--- config.mk ---
export PLATFORM = sky130hd
export DESIGN_NAME = scatter_list_partial_send_tracker_top
export DESIGN_NICKNAME = d
export VERILOG_FILES = /design/src/design/slpst_pkg.sv /design/src/design/slpst_ram.sv /design/src/design/scatter_list_partial_send_tracker_top.sv
export SDC_FILE = /design/constraint.sdc
export NUM_CORES = 2
export LEC_CHECK = 0
export ABC_AREA = 0
export ABC_CLOCK_PERIOD_IN_PS = 16750
export BUFFER_PORTS_ARGS = -buffer_cell sky130_fd_sc_hd__buf_2
export CORE_MARGIN = 2
export CORE_UTILIZATION = 38
export CTS_BUF_LIST = sky130_fd_sc_hd__clkbuf_16
export DETAILED_ROUTE_END_ITERATION = 10
export GPL_ROUTABILITY_DRIVEN = 0
export REMOVE_ABC_BUFFERS = 1
export SLEW_MARGIN = 15
export SYNTH_ARGS = -nofsm -noshare
export SYNTH_HDL_FRONTEND = slang
export SYNTH_SLANG_ARGS = --single-unit
export TNS_END_PERCENT = 10
--- constraint.sdc ---
create_clock -name clk_i -period 16.75 [get_ports clk_i]
set_input_delay 1.675 -clock clk_i [delete_from_list [all_inputs] [get_ports clk_i]]
set_output_delay 1.675 -clock clk_i [all_outputs]
set_load 0.005 [all_outputs]
--- src/design/slpst_pkg.sv ---
// shared types and constants of the scatter list partial send tracker
package slpst_pkg;

  // fixed field widths
  localparam int MOVED_W     = 21;
  localparam int SUM_W       = 20;
  localparam int STATUS_W    = 2;
  localparam int SLOT_W      = 4;
  localparam int NEXT_SLOT_W = 5;

  localparam logic [SUM_W-1:0] SUM_MAX = '1;

  // command codes carried in tuser
  localparam logic CMD_APPEND = 1'b0;
  localparam logic CMD_REPORT = 1'b1;

  // result status codes
  typedef enum logic [STATUS_W-1:0] {
    STAT_OK   = 2'd0,
    STAT_FULL = 2'd1,
    STAT_OVER = 2'd2,
    STAT_NONE = 2'd3
  } status_e;

  // control sequencer states
  typedef enum logic [2:0] {
    ST_IDLE,
    ST_EVAL,
    ST_WALK_RD,
    ST_WALK_WB,
    ST_SNAP_RD,
    ST_SNAP
  } state_e;

endpackage

--- src/design/slpst_ram.sv ---
// generic single write port ram with registered read
module slpst_ram #(
  parameter int WIDTH = 8,
  parameter int DEPTH = 16,
  localparam int AW = (DEPTH > 1) ? $clog2(DEPTH) : 1
) (
  input  logic             clk_i,
  input  logic             we_i,
  input  logic [AW-1:0]    waddr_i,
  input  logic [WIDTH-1:0] wdata_i,
  input  logic             re_i,
  input  logic [AW-1:0]    raddr_i,
  output logic [WIDTH-1:0] rdata_o
);

  logic [WIDTH-1:0] mem_q [DEPTH];
  logic [WIDTH-1:0] rdata_q;

  // write port
  always_ff @(posedge clk_i) begin
    if (we_i) begin
      mem_q[waddr_i] <= wdata_i;
    end
  end

  // registered read port, data holds between reads
  always_ff @(posedge clk_i) begin
    if (re_i) begin
      rdata_q <= mem_q[raddr_i];
    end
  end

  assign rdata_o = rdata_q;

endmodule

--- src/design/scatter_list_partial_send_tracker_top.sv ---
// top level of the scatter list partial send tracker
//
//  channel  | group        | beat carries
//  ---------+--------------+---------------------------------------------------
//  input    | s_axis_*     | tuser: cmd; tdata: seg_addr, seg_len, moved_bytes
//  output   | m_axis_*     | tuser: status; tdata: slot_index .. grand_size
//
// an append goes from accept through eval, snapshot read and snapshot to its
// result; a report walks the table between eval and snapshot read, with one
// read and one write back per entry on the single segment ram port pair, and
// a last walk read when the walk reaches the end of the filled entries.
// reset clears the counters and sums at once, the segment ram is not cleared.
// a new beat is taken once the previous one has moved into the output
// register; a stalled output only holds the next result in its last step.
module scatter_list_partial_send_tracker_top #(
  parameter int SEGMENTS  = 16,
  parameter int ADDR_BITS = 32,
  parameter int LEN_BITS  = 16,
  localparam int IN_DATA_W  = ((ADDR_BITS + LEN_BITS + 21 + 7) / 8) * 8,
  localparam int OUT_DATA_W = ((4 + 21 + 1 + 5 + ADDR_BITS + LEN_BITS + 20 + 7) / 8) * 8
) (
  input  logic                      clk_i,
  input  logic                      rst_ni,
  input  logic                      s_axis_tvalid_i,
  output logic                      s_axis_tready_o,
  // seg_addr, seg_len, moved_bytes
  input  logic [IN_DATA_W-1:0]      s_axis_tdata_i,
  // cmd
  input  logic                      s_axis_tuser_i,
  output logic                      m_axis_tvalid_o,
  input  logic                      m_axis_tready_i,
  // slot_index, result_bytes, all_sent, next_slot, next_addr, next_len, grand_size
  output logic [OUT_DATA_W-1:0]     m_axis_tdata_o,
  // status
  output logic [slpst_pkg::STATUS_W-1:0] m_axis_tuser_o
);

  import slpst_pkg::*;

  localparam int CNT_W  = $clog2(SEGMENTS + 1);
  localparam int IDX_W  = (SEGMENTS > 1) ? $clog2(SEGMENTS) : 1;
  localparam int ENT_W  = ADDR_BITS + LEN_BITS;
  localparam int CMP_W  = (LEN_BITS > SUM_W) ? LEN_BITS : SUM_W;
  localparam int SZ_W   = CMP_W + 1;
  localparam int AX_W   = (ADDR_BITS > SUM_W) ? ADDR_BITS : SUM_W;
  localparam int LEN_LO = ADDR_BITS;
  localparam int MOV_LO = ADDR_BITS + LEN_BITS;

  // control state
  state_e               state_q, state_d;
  logic [CNT_W-1:0]     used_q, used_d;
  logic [CNT_W-1:0]     start_q, start_d;
  logic [SUM_W-1:0]     size_q, size_d;
  logic [SUM_W-1:0]     sent_q, sent_d;
  logic                 out_valid_q, out_valid_d;

  // item and walk registers
  logic                 cmd_q;
  logic [ADDR_BITS-1:0] in_addr_q;
  logic [LEN_BITS-1:0]  in_len_q;
  logic [MOVED_W-1:0]   moved_q;
  status_e              status_q, status_d;
  logic [SLOT_W-1:0]    slot_q, slot_d;
  logic [MOVED_W-1:0]   result_q, result_d;
  logic [CNT_W-1:0]     idx_q, idx_d;
  logic [SUM_W-1:0]     rem_q, rem_d;
  logic                 hit_q, hit_d;
  logic [OUT_DATA_W-1:0]     out_data_q;
  logic [STATUS_W-1:0]  out_user_q;
  logic                 out_load;

  // ram ports
  logic                 ram_we, ram_re;
  logic [IDX_W-1:0]     ram_waddr, ram_raddr;
  logic [ENT_W-1:0]     ram_wdata, ram_rdata;
  logic [ADDR_BITS-1:0] rd_addr;
  logic [LEN_BITS-1:0]  rd_len;

  // evaluation terms
  logic                 accept_in, out_free, nothing, over, full, len_short;
  logic [SUM_W-1:0]     raw_mag, remaining, sent_add;
  logic [SZ_W-1:0]      size_add;

  assign s_axis_tready_o = (state_q == ST_IDLE);
  assign accept_in       = s_axis_tvalid_i && s_axis_tready_o;
  assign out_free        = !out_valid_q || m_axis_tready_i;

  assign rd_addr = ram_rdata[ADDR_BITS-1:0];
  assign rd_len  = ram_rdata[ENT_W-1:ADDR_BITS];

  // report and append arithmetic
  assign raw_mag   = moved_q[SUM_W-1:0];
  assign nothing   = (moved_q == '0) || moved_q[MOVED_W-1];
  assign remaining = (size_q >= sent_q) ? (size_q - sent_q) : '0;
  assign over      = raw_mag > remaining;
  assign sent_add  = sent_q + raw_mag;
  assign full      = used_q >= CNT_W'(SEGMENTS);
  assign size_add  = SZ_W'(size_q) + SZ_W'(in_len_q);
  assign len_short = CMP_W'(rd_len) < CMP_W'(rem_q);

  // next state
  always_comb begin
    state_d = state_q;
    unique case (state_q)
      ST_IDLE: begin
        if (accept_in) state_d = ST_EVAL;
      end
      ST_EVAL: begin
        if (cmd_q == CMD_REPORT && !nothing && !over && sent_add != size_q) begin
          state_d = ST_WALK_RD;
        end else begin
          state_d = ST_SNAP_RD;
        end
      end
      ST_WALK_RD: begin
        state_d = (idx_q < used_q) ? ST_WALK_WB : ST_SNAP_RD;
      end
      ST_WALK_WB: begin
        state_d = len_short ? ST_WALK_RD : ST_SNAP_RD;
      end
      ST_SNAP_RD: state_d = ST_SNAP;
      ST_SNAP: begin
        if (out_free) state_d = ST_IDLE;
      end
      default: state_d = ST_IDLE;
    endcase
  end

  // datapath and ram control
  always_comb begin
    used_d      = used_q;
    start_d     = start_q;
    size_d      = size_q;
    sent_d      = sent_q;
    status_d    = status_q;
    slot_d      = slot_q;
    result_d    = result_q;
    idx_d       = idx_q;
    rem_d       = rem_q;
    hit_d       = hit_q;
    ram_we      = 1'b0;
    ram_re      = 1'b0;
    ram_waddr   = idx_q[IDX_W-1:0];
    ram_raddr   = idx_q[IDX_W-1:0];
    ram_wdata   = {rd_len, rd_addr};
    out_load    = 1'b0;
    out_valid_d = out_valid_q && !m_axis_tready_i;
    unique case (state_q)
      ST_EVAL: begin
        slot_d = '0;
        if (cmd_q == CMD_APPEND) begin
          result_d = MOVED_W'(sent_q);
          if (full) begin
            status_d = STAT_FULL;
          end else begin
            status_d  = STAT_OK;
            slot_d    = SLOT_W'(used_q);
            ram_we    = 1'b1;
            ram_waddr = used_q[IDX_W-1:0];
            ram_wdata = {in_len_q, in_addr_q};
            used_d    = used_q + 1'b1;
            size_d    = (size_add > SZ_W'(SUM_MAX)) ? SUM_MAX : size_add[SUM_W-1:0];
          end
        end else if (nothing) begin
          status_d = STAT_NONE;
          result_d = moved_q;
        end else if (over) begin
          status_d = STAT_OVER;
          sent_d   = size_q;
          result_d = MOVED_W'(size_q);
        end else begin
          status_d = STAT_OK;
          sent_d   = sent_add;
          result_d = MOVED_W'(sent_add);
          idx_d    = start_q;
          rem_d    = raw_mag;
        end
      end
      ST_WALK_RD: begin
        ram_re = idx_q < used_q;
      end
      ST_WALK_WB: begin
        ram_we = 1'b1;
        if (len_short) begin
          // whole segment sent
          ram_wdata = {{LEN_BITS{1'b0}}, rd_addr};
          rem_d     = SUM_W'(CMP_W'(rem_q) - CMP_W'(rd_len));
          idx_d     = idx_q + 1'b1;
        end else begin
          // partly or exactly sent segment ends the walk
          ram_wdata = {LEN_BITS'(CMP_W'(rd_len) - CMP_W'(rem_q)),
                       ADDR_BITS'(AX_W'(rd_addr) + AX_W'(rem_q))};
          start_d   = (CMP_W'(rd_len) != CMP_W'(rem_q)) ? idx_q : idx_q + 1'b1;
        end
      end
      ST_SNAP_RD: begin
        hit_d     = start_q < used_q;
        ram_re    = start_q < used_q;
        ram_raddr = start_q[IDX_W-1:0];
      end
      ST_SNAP: begin
        if (out_free) begin
          out_load    = 1'b1;
          out_valid_d = 1'b1;
        end
      end
      default: ;
    endcase
  end

  // control registers
  always_ff @(posedge clk_i or negedge rst_ni) begin
    if (!rst_ni) begin
      state_q     <= ST_IDLE;
      used_q      <= '0;
      start_q     <= '0;
      size_q      <= '0;
      sent_q      <= '0;
      out_valid_q <= 1'b0;
    end else begin
      state_q     <= state_d;
      used_q      <= used_d;
      start_q     <= start_d;
      size_q      <= size_d;
      sent_q      <= sent_d;
      out_valid_q <= out_valid_d;
    end
  end

  // payload registers
  always_ff @(posedge clk_i) begin
    if (accept_in) begin
      cmd_q     <= s_axis_tuser_i;
      in_addr_q <= s_axis_tdata_i[ADDR_BITS-1:0];
      in_len_q  <= s_axis_tdata_i[MOV_LO-1:LEN_LO];
      moved_q   <= s_axis_tdata_i[MOV_LO+MOVED_W-1:MOV_LO];
    end
    status_q <= status_d;
    slot_q   <= slot_d;
    result_q <= result_d;
    idx_q    <= idx_d;
    rem_q    <= rem_d;
    hit_q    <= hit_d;
    if (out_load) begin
      out_user_q <= status_q;
      out_data_q <= OUT_DATA_W'({size_q,
                                 hit_q ? rd_len : {LEN_BITS{1'b0}},
                                 hit_q ? rd_addr : {ADDR_BITS{1'b0}},
                                 NEXT_SLOT_W'(start_q),
                                 sent_q == size_q,
                                 result_q,
                                 slot_q});
    end
  end

  assign m_axis_tvalid_o = out_valid_q;
  assign m_axis_tdata_o  = out_data_q;
  assign m_axis_tuser_o  = out_user_q;

  // segment table, address in the low bits and remaining length above
  slpst_ram #(
    .WIDTH (ENT_W),
    .DEPTH (SEGMENTS)
  ) u_seg_ram (
    .clk_i   (clk_i),
    .we_i    (ram_we),
    .waddr_i (ram_waddr),
    .wdata_i (ram_wdata),
    .re_i    (ram_re),
    .raddr_i (ram_raddr),
    .rdata_o (ram_rdata)
  );

`ifndef SYNTHESIS
  // the sent total never passes the appended size
  assert property (@(posedge clk_i) disable iff (!rst_ni) sent_q <= size_q)
    else $error("sent total exceeds total size");

  // the start slot never moves past the filled part of the table
  assert property (@(posedge clk_i) disable iff (!rst_ni) start_q <= used_q)
    else $error("start slot beyond used slots");

  // a write back only follows a read of a filled entry
  assert property (@(posedge clk_i) disable iff (!rst_ni)
    (state_q == ST_WALK_WB) |-> (idx_q < used_q) && $past(ram_re))
    else $error("walk write back without a valid read");
`endif

endmodule
### Yosys cells after proc, flatten, opt, wreduce, memory -nomap -nowiden

Memory sizes are Yosys's and may differ from the RTL's. A register that Yosys moved wholly into a read port is not among the register bits.
Cells that the tools add are included.

* register bits after elaboration: 278
* memories: 1
* RAM bits: 768

Memories
* u_seg_ram.mem_q: words 16, width 48, rd ports 1, clocked after Yosys merged registers in 1, write ports 1, RTL line slpst_ram.sv:16 `logic [WIDTH-1:0] mem_q [DEPTH];`

* magnitude comparators: 7
* eq/ne operators: 14
* add/sub/neg operators: 8
* reduce and logical (&&, ||, !) cells: 20
* bitwise gates (word level): 4
* mux-type cells: 45

Operators by type and width (number)
* 2-to-1 mux 20 bit: 9
* 2-to-1 mux 48 bit: 3
* case mux 48 bit (2 select lines): 1
* case mux 20 bit (2 select lines): 1
* adder 32 x 20 -> 32 bit: 1
* 2-to-1 mux 5 bit: 5
* adder 20 x 16 -> 21 bit: 1
* greater-than comparator 21 x 20 -> 1 bit (second input constant): 1
* logical NOT 21 bit: 1
* 2-to-1 mux 21 bit: 1
* adder 20 bit: 1
* == test 20 bit: 1
* >= comparator 20 bit: 1
* greater-than comparator 20 bit: 1
* < comparator 16 x 20 -> 1 bit: 1
* inequality test 16 x 20 -> 1 bit: 1
* inequality test 20 bit: 1
* subtractor 20 x 16 -> 20 bit: 1
* subtractor 20 bit: 1
* case mux 3 bit (6 select lines): 1
* 2-to-1 mux 4 bit: 4
* subtractor 16 bit: 1
* 2-to-1 mux 3 bit: 5
* adder 5 x 1 -> 5 bit (second input constant): 2
* other kinds (21): 52

### Depth between registers and ports, before layout

* depth in word-level cells: 8
* gate-level depth with buffers: 24
* depth with buffers taken out: 23

### Cells and area by module

From an unflattened synthesis, not the netlist that was laid out.

* cell total of the unflattened synthesis: 3028
* area, all modules: 48134.9 µm²

Modules (own cells, without submodules)
* slpst_ram: sequential area each 24503.5 µm², cells an instance 1242, area an instance 30175.2 µm², instances 1
* scatter_list_partial_send_tracker_top: sequential area each 8077.7 µm², cells an instance 1786, area an instance 17959.7 µm², instances 1

### Worst setup path before layout

Ideal clock, no wire load.

* path type: register to register
* from: reg size_q[0]
* to: reg idx_q[0] (enable)
* clock period less this slack: 5.989 ns
* cell stages (with the launch flop): 24
* arrival time: 5.573 ns
* path buffers: 1
* setup time: 0.416 ns
* path slack: 10.761 ns
* required time: 16.334 ns
* cell sequence: dfrtp_1 -> inv_1 -> ha_1 -> inv_1 -> fa_1 -> a21o_1 -> a21oi_1 -> o21bai_1 -> a21o_1 -> a21oi_1 -> o21a_1 -> o21ai_0 -> nand4_1 -> nor2b_1 -> ha_1 -> a21o_1 -> a21o_1 -> a21o_1 -> a21oi_1 -> o21ai_0 -> a2111oi_4 -> clkbuf_1 -> nor2_1 -> o22ai_1

* word-level cells in the longest chain between the ends: 5
* elaborated cells on any way between the ends: 6
* those cells by class: add/sub (1); order compare (2); eq/ne (1); mux (1); reduce/logical (1)

Ends and longest elaborated chain
* start: declaration: RTL line scatter_list_partial_send_tracker_top.sv:53 `logic [SUM_W-1:0] size_q, size_d;`
* start signal: assignment: RTL line scatter_list_partial_send_tracker_top.sv:224 `size_q <= size_d;`
* subtractor 20 bit / >= comparator 20 bit (equally long branches): RTL line scatter_list_partial_send_tracker_top.sv:94 `assign remaining = (size_q >= sent_q) ? (size_q - sent_q) : '0;`
* 2-to-1 mux 20 bit (*): RTL line scatter_list_partial_send_tracker_top.sv:94
* greater-than comparator 20 bit (*): RTL line scatter_list_partial_send_tracker_top.sv:95 `assign over = raw_mag > remaining;`
* inequality test 2 bit (no line) (*)
* AND reduction 5 bit (no line) (*)
* end signal: assignment: RTL line scatter_list_partial_send_tracker_top.sv:241 `idx_q <= idx_d;`
* end: declaration: RTL line scatter_list_partial_send_tracker_top.sv:65 `logic [CNT_W-1:0] idx_q, idx_d;`

Every way passes the cells marked *; elsewhere a longest branch is shown, timed or not.
A chain may end at the register's enable or synchronous reset.

### Final worst setup path

* from: reg size_q[0]
* to: reg rem_q[2] (enable)

* word-level cells in the longest chain between the ends: 5
* elaborated cells on any way between the ends: 6
* those cells by class: add/sub (1); order compare (2); eq/ne (1); mux (1); reduce/logical (1)

Ends and longest elaborated chain
* subtractor 20 bit / >= comparator 20 bit (equally long branches): RTL line scatter_list_partial_send_tracker_top.sv:94
* 2-to-1 mux 20 bit (*): RTL line scatter_list_partial_send_tracker_top.sv:94
* greater-than comparator 20 bit (*): RTL line scatter_list_partial_send_tracker_top.sv:95
* inequality test 2 bit (no line) (*)
* AND reduction 5 bit (no line) (*)
* end signal: assignment: RTL line scatter_list_partial_send_tracker_top.sv:242 `rem_q <= rem_d;`
* end: declaration: RTL line scatter_list_partial_send_tracker_top.sv:66 `logic [SUM_W-1:0] rem_q, rem_d;`

Marks and branches as above.

==> results_dict.tcl <==
set metrics [dict create \
    rsz0062_at_grt "false" \
    yosysSeqAreaShare 0.663 \
    ys_types 87 \
    totalWireLength_microns 133000 \
    pin_count 185 \
    regArea_sq_um 32600 \
    layout_commonest_cell "edfxtp_1" \
    async_flop_share 0.0494 \
    drtIter0Drc 3136 \
    h-tree-depth 3 \
    power.density_nw_per_um2 205 \
    max_freq_ghz 0.159 \
    first_pass_iters 7 \
    drv_cap 0 \
    cts_root_buffer "clkbuf_16" \
    clk_pin_slew_ns 0.06 \
    synth_edf_count 1040 \
    fin_cells 5185 \
    setup.worst_path.end "rem_q[2]$_DFFE_PP_" \
    core-area_sq_um 128000 \
    dp_slack_ns 10.54 \
    skew_ns 0.0729 \
    drc 0 \
    fillers 11300 \
    r2r_end "rem_q[2]$_DFFE_PP_" \
    port_buffers 176 \
    drt-met1-wl_microns 58000 \
    fin_util 0.438 \
    p_leak_nw 19.5 \
    drive_above_1_share 0.205 \
    top_layer "met4" \
    fin_ws_ns 10.47 \
    avgSynthCellArea_sq_um 15.2 \
    cts_buffers 113 \
    wire_per_inst_microns 25.6 \
    initial_utilization 0.384 \
    num_vias 29400 \
    grt_pass1_vias 28600 \
    wl_met3_microns 8540 \
    rr_startpoint "size_q[0]$_DFFE_PN0P_" \
    fp.dieH_microns 364 \
    final_cell_mix "edfxtp_1, nand2_1, mux4_2, buf_2, ha_1" \
    die_width_microns 364 \
    reg2reg_depth 24 \
    syn_inst 3221 \
    wl_met2_microns 63000 \
    grt.total_usage 0.199 \
    outcome "complete, no violations" \
    grt_pass1_wl_microns 192000 \
    worstHoldPathType "flip-flop to flip-flop" \
    arrival_ns 6.61 \
    fin_crit_sh 0.375 \
    clkSinkCount 1094 \
    grt_start_max_net_pins 97 \
    power_w 0.0115 \
    cp_max_fo 36 \
    startpoint "size_q[0]$_DFFE_PN0P_" \
    hpwl_microns 79200 \
    clk_latency_ns 0.75 \
    crit_required_ns 17.08 \
    rows 131 \
    layout_min_cycle_time_ns 6.28 \
    worst_ir_drop_vdd_mv 0.117 \
    multiInputGateArea_sq_um 15700 \
    overflow 0 \
    dp_cells 4976 \
    vias_per_cell 5.68 \
    drv_slew 0 \
    crit_type "flip-flop to flip-flop" \
    hold_buffers 0 \
    post_cts_resized 0 \
    synthFlopType "edfxtp_1" \
    yosysWarnings 0 \
    dieArea_sq_um 132000 \
    cts_tree "yes" \
    antenna_found_initial 3 \
    rrSetupSlack_ns 10.47 \
    cts_buffer_depth 3 \
    finalSetupViolCount 0 \
    tightestPinTransition_ns 1.18 \
    hold_viol 0 \
    cp-end-kind "flip-flop" \
    nNetsFinal 3648 \
    yosys_register_bits 1094 \
    maxSlewHeadroom 0.212 \
    timing.hold.ws_ns 0.418 \
    syn_area_sq_um 49100 \
    cp-start-kind "flip-flop" \
    area_growth_pct 14.1 \
    final_antenna_net_count 0 \
    cts_setup_buffers 0 \
]
==> through the flow <==
step	TNS (ns)	instance area, sq um
after CTS	0	56000
after global placement	0	52200
final	0	56000
after detailed placement	0	52200
after global routing	0	56000
after floorplan	-157.17	48400
==> logic make-up after synthesis <==
logic type | after synthesis | synth area share
AOI/OAI and AO/OA | 660 | 0.0887
xor gates and xnor gates | 105 | 0.0196
adders and majority gates | 142 | 0.0371
buffers and inverters | 268 | 0.0232
DFF | 1094 | 0.663
muxes | 222 | 0.0946
other | 1 | 0.0000764
and+or+nand+nor | 729 | 0.0733
==> power by group <==
part / leakage (nW) / internal (W) / switching, W
registers: 10.1 / 0.00400 / 0.000357
logic: 7.48 / 0.00174 / 0.00282
clock network: 1.92 / 0.00150 / 0.00110
total: 19.5 / 0.00724 / 0.00427
==> critical path: stages, from the launching register on <==
cell and delay (ns):
dfrtp_1 0.43, inv_1 0.15, ha_1 0.18, inv_1 0.06, fa_1 0.39, a21o_1 0.18
a21oi_1 0.22, o21bai_1 0.10, a21o_1 0.20, a21oi_1 0.36, o21a_1 0.22, o21a_1 0.38
a211oi_1 0.09, nor2b_1 0.14, ha_1 0.26, a21o_1 0.16, a21o_1 0.17, a21o_1 0.17
a21oi_1 0.12, o21ai_0 0.22, a2111oi_4 0.37, buf_4 0.40, nor2_1 0.34, o22ai_2 0.19
buf_4 0.40
==> cell type report <==
type / count / area share
Antenna cell: 1 / 0.0000446
Sequential cell: 1094 / 0.581
Clock inverter: 95 / 0.0178
Timing Repair Buffer: 256 / 0.0267
Clock buffer: 113 / 0.0505
Inverter: 101 / 0.00676
Tap cell: 1662 / 0.0371
Multi-Input combinational cell: 1863 / 0.280
==> per-layer routing <==
metal  GRT usage  up-vias
li1            -    13000
met1       0.280    15100
met2       0.324     1112
met3      0.0251      188
met4      0.0587        0
met5           0        -
==> worst min path at each step <==
stage | startpoint | end | slack (ns) | depth (start not counted)
2_1_floorplan | slot_q[0]$_SDFFCE_PP0P_ | m_axis_tdata_o[0]$_DFFE_PP_ | 0.40 | 0
3_3_place_gp | result_q[15]$_DFFE_PP_ | m_axis_tdata_o[19]$_DFFE_PP_ | 0.40 | 0
3_5_place_dp | slot_q[3]$_SDFFCE_PP0P_ | m_axis_tdata_o[3]$_DFFE_PP_ | 0.41 | 0
4_1_cts | slot_q[3]$_SDFFCE_PP0P_ | m_axis_tdata_o[3]$_DFFE_PP_ | 0.42 | 0
5_1_grt | result_q[10]$_DFFE_PP_ | m_axis_tdata_o[14]$_DFFE_PP_ | 0.43 | 0
6_report | slot_q[3]$_SDFFCE_PP0P_ | m_axis_tdata_o[3]$_DFFE_PP_ | 0.42 | 0
==> registers in the layout, summed over array words and instances (netlist names), 20 cells and up <==
signal and flops:
u_seg_ram.mem_q 768, in_addr_q 32, rem_q 20, result_q 21, u_seg_ram.rdata_o 48, m_axis_tdata_o 99, sent_q 20, moved_q 21
size_q 20
==> synth_stat cells (25+ instances only) <==
cell	number	share of area
and2_1	106	0.014
inv_1	100	0.0076
nor2_1	143	0.011
edfxtp_1	1040	0.64
o22ai_1	32	0.0041
a211oi_1	65	0.0099
buf_4	25	0.0038
nand3_1	35	0.0036
nand2_1	256	0.020
a21o_1	55	0.0084
mux4_2	192	0.088
xnor2_1	56	0.010
a21oi_1	119	0.012
nor3_1	31	0.0032
buf_2	25	0.0025
o21ai_0	130	0.013
a31oi_1	76	0.0097
clkbuf_1	110	0.0084
dfrtp_1	54	0.028
xor2_1	46	0.0082
ha_1	136	0.035
Power figures use the tool's default switching activity.
